**config.mk**
```make
export PLATFORM = sky130hd
export DESIGN_NAME = hsb_ctrl
export DESIGN_NICKNAME = d
export VERILOG_FILES = /design/src/rtl/hsb_pkg.sv /design/src/rtl/hsb_ctrl.sv
export SDC_FILE = /design/constraint.sdc
export NUM_CORES = 1
export LEC_CHECK = 0
export BUFFER_PORTS_ARGS = -buffer_cell sky130_fd_sc_hd__buf_2
export CORE_AREA = 8 8 45 47
export CTS_CLUSTER_DIAMETER = 60
export DETAILED_ROUTE_END_ITERATION = 6
export DIE_AREA = 0 0 53 55
export PLACE_DENSITY = 0.52
export SYNTH_ARGS = -nofsm -noshare
export SYNTH_HDL_FRONTEND = slang
export SYNTH_SLANG_ARGS = --single-unit
```
**constraint.sdc**
```tcl
create_clock -name i_clk -period 1.05 [get_ports i_clk]
set_clock_uncertainty 0.05 [all_clocks]
set_input_delay 0.0525 -clock i_clk [delete_from_list [all_inputs] [get_ports i_clk]]
set_output_delay 0.0525 -clock i_clk [all_outputs]
set_load 0.01 [all_outputs]
```
**src/rtl/hsb_pkg.sv**
```systemverilog
`default_nettype none

package hsb_pkg;

    localparam int SIZEW = 9;
    localparam int POSW  = 16;
    localparam int HW    = 24;
    localparam int RADW  = 17;
    localparam int CNTW  = 17;

    localparam int H_MAX = 8388607;
    localparam int H_MIN = -8388608;

    localparam logic [SIZEW-1:0] SIZE_RESET = 9'd64;

    localparam logic [1:0] MODE_LOAD  = 2'd0;
    localparam logic [1:0] MODE_QUERY = 2'd1;
    localparam logic [1:0] MODE_BRUSH = 2'd2;

    localparam logic REG_GRID_WIDTH = 1'b0;
    localparam logic REG_GRID_DEPTH = 1'b1;

    typedef enum logic [2:0] {
        ST_CLEAR,
        ST_IDLE,
        ST_LOAD,
        ST_QRD,
        ST_QMUL,
        ST_QSUM,
        ST_BRUSH,
        ST_DONE
    } t_state;

    typedef struct packed {
        logic clr_step;
        logic capture;
        logic load_wr;
        logic q_rd;
        logic q_mul;
        logic q_sum;
        logic b_run;
        logic out_load;
    } t_cmd;

    typedef struct packed {
        logic clr_last;
        logic q_rd_last;
        logic b_done;
    } t_status;

endpackage

`default_nettype wire

```
**src/rtl/hsb_ctrl.sv**
```systemverilog
`default_nettype none

module hsb_ctrl (
    input  wire logic             i_clk,
    input  wire logic             i_rst_n,
    input  wire logic             i_in_valid,
    input  wire logic [1:0]       i_in_mode,
    input  wire logic             i_out_stall,
    input  wire hsb_pkg::t_status i_status,
    output hsb_pkg::t_cmd         o_cmd,
    output logic                  o_in_stall,
    output logic                  o_out_valid
);
    import hsb_pkg::*;

    t_state r_state, n_state;
    logic   r_out_valid;
    logic   out_free;

    assign out_free = !r_out_valid || !i_out_stall;

    always_comb begin
        n_state = r_state;
        case (r_state)
            ST_CLEAR: if (i_status.clr_last) n_state = ST_IDLE;
            ST_IDLE: begin
                if (i_in_valid) begin
                    case (i_in_mode)
                        MODE_LOAD:  n_state = ST_LOAD;
                        MODE_QUERY: n_state = ST_QRD;
                        MODE_BRUSH: n_state = ST_BRUSH;
                        default:    n_state = ST_DONE;
                    endcase
                end
            end
            ST_LOAD:  n_state = ST_DONE;
            ST_QRD:   if (i_status.q_rd_last) n_state = ST_QMUL;
            ST_QMUL:  n_state = ST_QSUM;
            ST_QSUM:  n_state = ST_DONE;
            ST_BRUSH: if (i_status.b_done) n_state = ST_DONE;
            ST_DONE:  if (out_free) n_state = ST_IDLE;
            default:  n_state = ST_IDLE;
        endcase
    end

    always_comb begin
        o_cmd = '0;
        case (r_state)
            ST_CLEAR: o_cmd.clr_step = 1'b1;
            ST_IDLE:  o_cmd.capture  = i_in_valid;
            ST_LOAD:  o_cmd.load_wr  = 1'b1;
            ST_QRD:   o_cmd.q_rd     = 1'b1;
            ST_QMUL:  o_cmd.q_mul    = 1'b1;
            ST_QSUM:  o_cmd.q_sum    = 1'b1;
            ST_BRUSH: o_cmd.b_run    = 1'b1;
            ST_DONE:  o_cmd.out_load = out_free;
            default:  o_cmd = '0;
        endcase
    end

    assign o_in_stall  = (r_state != ST_IDLE);
    assign o_out_valid = r_out_valid;

    always_ff @(posedge i_clk) begin
        if (!i_rst_n) begin
            r_state     <= ST_CLEAR;
            r_out_valid <= 1'b0;
        end else begin
            r_state <= n_state;
            if (o_cmd.out_load) begin
                r_out_valid <= 1'b1;
            end else if (!i_out_stall) begin
                r_out_valid <= 1'b0;
            end
        end
    end

endmodule

`default_nettype wire

```
### Word level (Yosys, flattened, before mapping)

Index checks and enable logic that the tools add are counted.
W data, S select, Z words.

| word-level totals | value |
|---|---|
| register bits after elaboration | 4 |
| bits in latches | 0 |
| memory bits (writable) | 0 |
| ROM bits | 0 |
| bits of input ports | 9 |
| output and inout bits | 10 |
| logic and storage cells | 42 |
| memories | 0 |

| operators by class | value |
|---|---|
| add/sub/neg operators | 0 |
| multiply operators | 0 |
| div/mod/pow operators | 0 |
| $lt $le $gt $ge | 0 |
| equal/unequal tests | 16 |
| shift operators | 0 |
| multiplexer cells | 17 |
| bitwise operators | 0 |
| reduce and logical (&&, ||, !) cells | 7 |

Operators with widths:

| operator | count |
|---|---|
| $pmux W3 S7 | 1 |
| $mux W3 | 5 |
| $eq A3 B3 Y1 const B | 4 |
| $mux W1 | 10 |
| $ne A2 B2 Y1 const B | 5 |
| $pmux W3 S3 | 1 |
| $eq A3 B2 Y1 const B | 2 |
| $reduce_and A5 Y1 | 1 |
| $eq A3 B1 Y1 const B | 1 |
| $logic_not A3 Y1 | 1 |
| $ne A3 B1 Y1 const B | 1 |
| $eq A2 B1 Y1 const B | 1 |
| $eq A2 B2 Y1 const B | 1 |
| $logic_not A1 Y1 | 2 |
| $logic_not A2 Y1 | 1 |
| $ne A2 B1 Y1 const B | 1 |
| $reduce_or A2 Y1 | 1 |
| $logic_or A1 B1 Y1 | 1 |

### Logic depth before layout (Yosys ltp)

| logic depth | value |
|---|---|
| depth after elaboration | 4 |
| depth in mapped cells | 4 |
| gate-level depth less buffers | 3 |

### Worst setup path before layout

No wires, ideal clock.

| path | value |
|---|---|
| path type | register -> register |
| from | register r_state[0] |
| to | register r_state[2] |
| library setup time | 0.131 ns |
| arrival time | 0.832 ns |
| setup slack | 0.037 ns |
| cell stages (with the launch flop) | 4 |
| buffers on the path | 0 |
| clock period less this slack | 1.013 ns |
| path through | dfxtp_1 -> nand3_1 -> a21oi_1 -> nor3_1 |

| on the way | value |
|---|---|
| cells in the longest elaborated chain, start to end | 3 |

RTL lines:

| item | line | source |
|---|---|---|
| start: declaration | hsb_ctrl.sv:16 | `t_state r_state, n_state;` |
| start signal: assignment | hsb_ctrl.sv:69 | `r_state <= n_state;` |
| $eq A3 B3 Y1 (tied with other cells) | hsb_ctrl.sv:24 | `case (r_state)` |
| $reduce_or A2 Y1 (no line) or $ne A2 B2 Y1 (tied branches) | - |  |
| $pmux W3 S7 or $reduce_and A5 Y1 (tied branches) | - |  |

Parallel ways exist; a longest one is shown, timed or not.
A chain may end at the register's enable or synchronous reset.

==> results.sh <==
export IMPL_status="complete, but fails checks"
export IMPL_violations="setup timing"
export IMPL_gr_usage_met2_pct=12.3
export IMPL_wl_per_cell_um=11.5
export IMPL_vias=354
export IMPL_antenna_cells=0
export IMPL_postCtsHoldBufs=0
export IMPL_grt_max_degree=9
export IMPL_slew_headroom_pct=84.2
export IMPL_vias_per_cell=4.48
export IMPL_critPathTopFamily="flip-flops"
export IMPL_die_w_um=53
export IMPL_critPathLaunchType="register"
export IMPL_hpwl_um=674
export IMPL_yosys_cell_types_count=23
export IMPL_num_rows=14
export IMPL_holdPathStages=3
export IMPL_clock_latency_ns=0.23
export IMPL_mostFrequentLayoutCells="18 x buf_2, 5 x nor2_1, 5 x buf_4"
export IMPL_setup_violations=9
export IMPL_syn_area_per_cell_sq_um=8.17
export IMPL_die_y_um=55
export IMPL_period_minus_slack_ns=1.15
export IMPL_path_clk_slew_ns=0.04
export IMPL_path_max_fanout=7
export IMPL_max_freq_mhz=872
export IMPL_hp_class="input port to register"
export IMPL_start_util_pct=21.2
export IMPL_layout_setup_ws_ns=-0.0967
export IMPL_synth_area_sq_um=294
export IMPL_fin_cells=79
export IMPL_met1_usage_pct=7.75
export IMPL_layout_commonest_cell="buf_2"
export IMPL_top_usage_layer="met2"
export IMPL_rr_worst_depth=4
export IMPL_h_tree_depth=1
export IMPL_place_congestion=0.690
export IMPL_grt_overflow=0
export IMPL_dieArea_sq_um=2920
export IMPL_crit_path_top_delay_cell="dfxtp_4"
export IMPL_syn_nets=45
export IMPL_period_share_pct=109
export IMPL_path_cells="buf_4, nor3_1, buf_2"
export IMPL_dr_pass1_iters=2
export IMPL_finalHoldViolations=0
export IMPL_max_cap_violations=0
export IMPL_drt_iter0_drc=2
export IMPL_endpoint_kind="output port"
export IMPL_wl_um=907
export IMPL_dp_slack_ns=-0.0675
export IMPL_antenna_left=0
export IMPL_total_power_mw=0.645
export IMPL_grt_pass1_vias=394
export IMPL_worstMarginPinSlew_ns=0.236
export IMPL_cts_sinks=4
export IMPL_cts_buffers=3
export IMPL_power_density_nw_per_um2=1260
export IMPL_seq_area_frac_synth_pct=27.2
export IMPL_finish_utilization_pct=37.1
export IMPL_area_delta_synth_final_pct=74.5
export IMPL_irDropWorstVdd_mv=0.618
export IMPL_ys_ff_latch=4
export IMPL_syn_inst=36
export IMPL_critPathKind="register to output port"
export IMPL_track_usage_pct=7.38
export IMPL_layout_nets=74
export IMPL_num_io_pins=19
export IMPL_cp_num_cells=3
export IMPL_yosys_warnings=0
export IMPL_maxSlewViolCount=0
export IMPL_cp_required_ns=0.95
export IMPL_cts_tree="yes"
export IMPL_rsz0062_at_grt="true"
export IMPL_gr_usage_met3_pct=2.41
export IMPL_drive_above_1_share_pct=63.5
export IMPL_clockBufferDepth=2
export IMPL_n_fill_cell=147
export IMPL_cp_slowest_stage_delay_ns=0.36
export IMPL_crit_arrival_ns=1.04
export IMPL_p_leak_nw=0.264
export IMPL_root_buffer="clkbuf_4"
export IMPL_dp_cells=72
export IMPL_portBuffers=18
export IMPL_worst_path_buf_inv=2
export IMPL_fin_setup_tns_ns=-0.623
export IMPL_core_area_sq_um=1380
export IMPL_grt_pass1_wl_mm=1.57
export IMPL_grt_antenna_before_repair=0
export IMPL_drc=0
## per-stage QoR
step	hold slack (ns)	area [sq um]
6_report	0.0435	513
5_1_grt	0.0322	513
4_1_cts	0.0368	504
3_5_place_dp	0.289	415
2_1_floorplan	0.134	294
3_3_place_gp	0.292	415
## routing by layer
layer	wire (um)	up-vias	share of wire (%)
li1	-	190	-
met1	411	152	45
met2	443	10	49
met3	34	2	3.7
met4	17	0	1.9
met5	0	-	0
## cells by family after synthesis
logic type	share of synthesized area [%]
compound gates	27.7
buf+inv	10.2
flops	27.2
simple gates	34.9
## report_power, final
group	internal, mW	switching, mW	total (mW)
Clock	0.128	0.0604	0.188
Sequential	0.173	0.0331	0.206
Combinational	0.142	0.109	0.251
## sequential cells by signal, indices dropped and copies added, names as in the netlist
name,count
o_out_valid,1
r_state,3
## final cells by class
cell class / count / area [sq um] / area share [%]
well taps: 16 / 20.0 / 3.90
inverters: 1 / 3.75 / 0.732
flip-flops and latches: 4 / 91.3 / 17.8
clock buffers: 3 / 22.5 / 4.39
multi-input cells: 28 / 203 / 39.5
repair buffers: 27 / 173 / 33.7
## worst min-delay path, cell delays in order
cell,delay [ns]
buf_2,0.13
o31ai_1,0.06
nor3_1,0.04
## Yosys cell counts (all sizes together)
cell type  count  area share (%)
nor2           5             6.4
dfxtp          4              27
buf            3             8.9
nand2          3             6.4
nor3           3             5.1
a311oi         2             8.1
and3b          2             6.0
nor3b          2             5.1
a21boi         1             2.6
a21oi          1             1.7
a22oi          1             2.6
a31oi          1             2.1
and3           1             2.1
inv            1             1.3
nand2b         1             2.1
nand3          1             1.7
o21a           1             2.6
o21ai          1             1.7
o221a          1             3.8
o31ai          1             2.6
## final timing paths
check                    from           to  slack, ns
setup / recovery   r_state[2]     o_cmd[7]       -0.1
hold / removal        i_rst_n   r_state[2]       0.04
setup reg to reg   r_state[2]   r_state[0]      -0.03
hold reg to reg   o_out_valid  o_out_valid       0.46
## repair_timing
action	in CTS	in global routing
setup buffers	4	0
gates resized for setup	14	2
pin swaps	2	2
endpoints found under the setup margin	12	11
(Power assumes the default switching activity.)
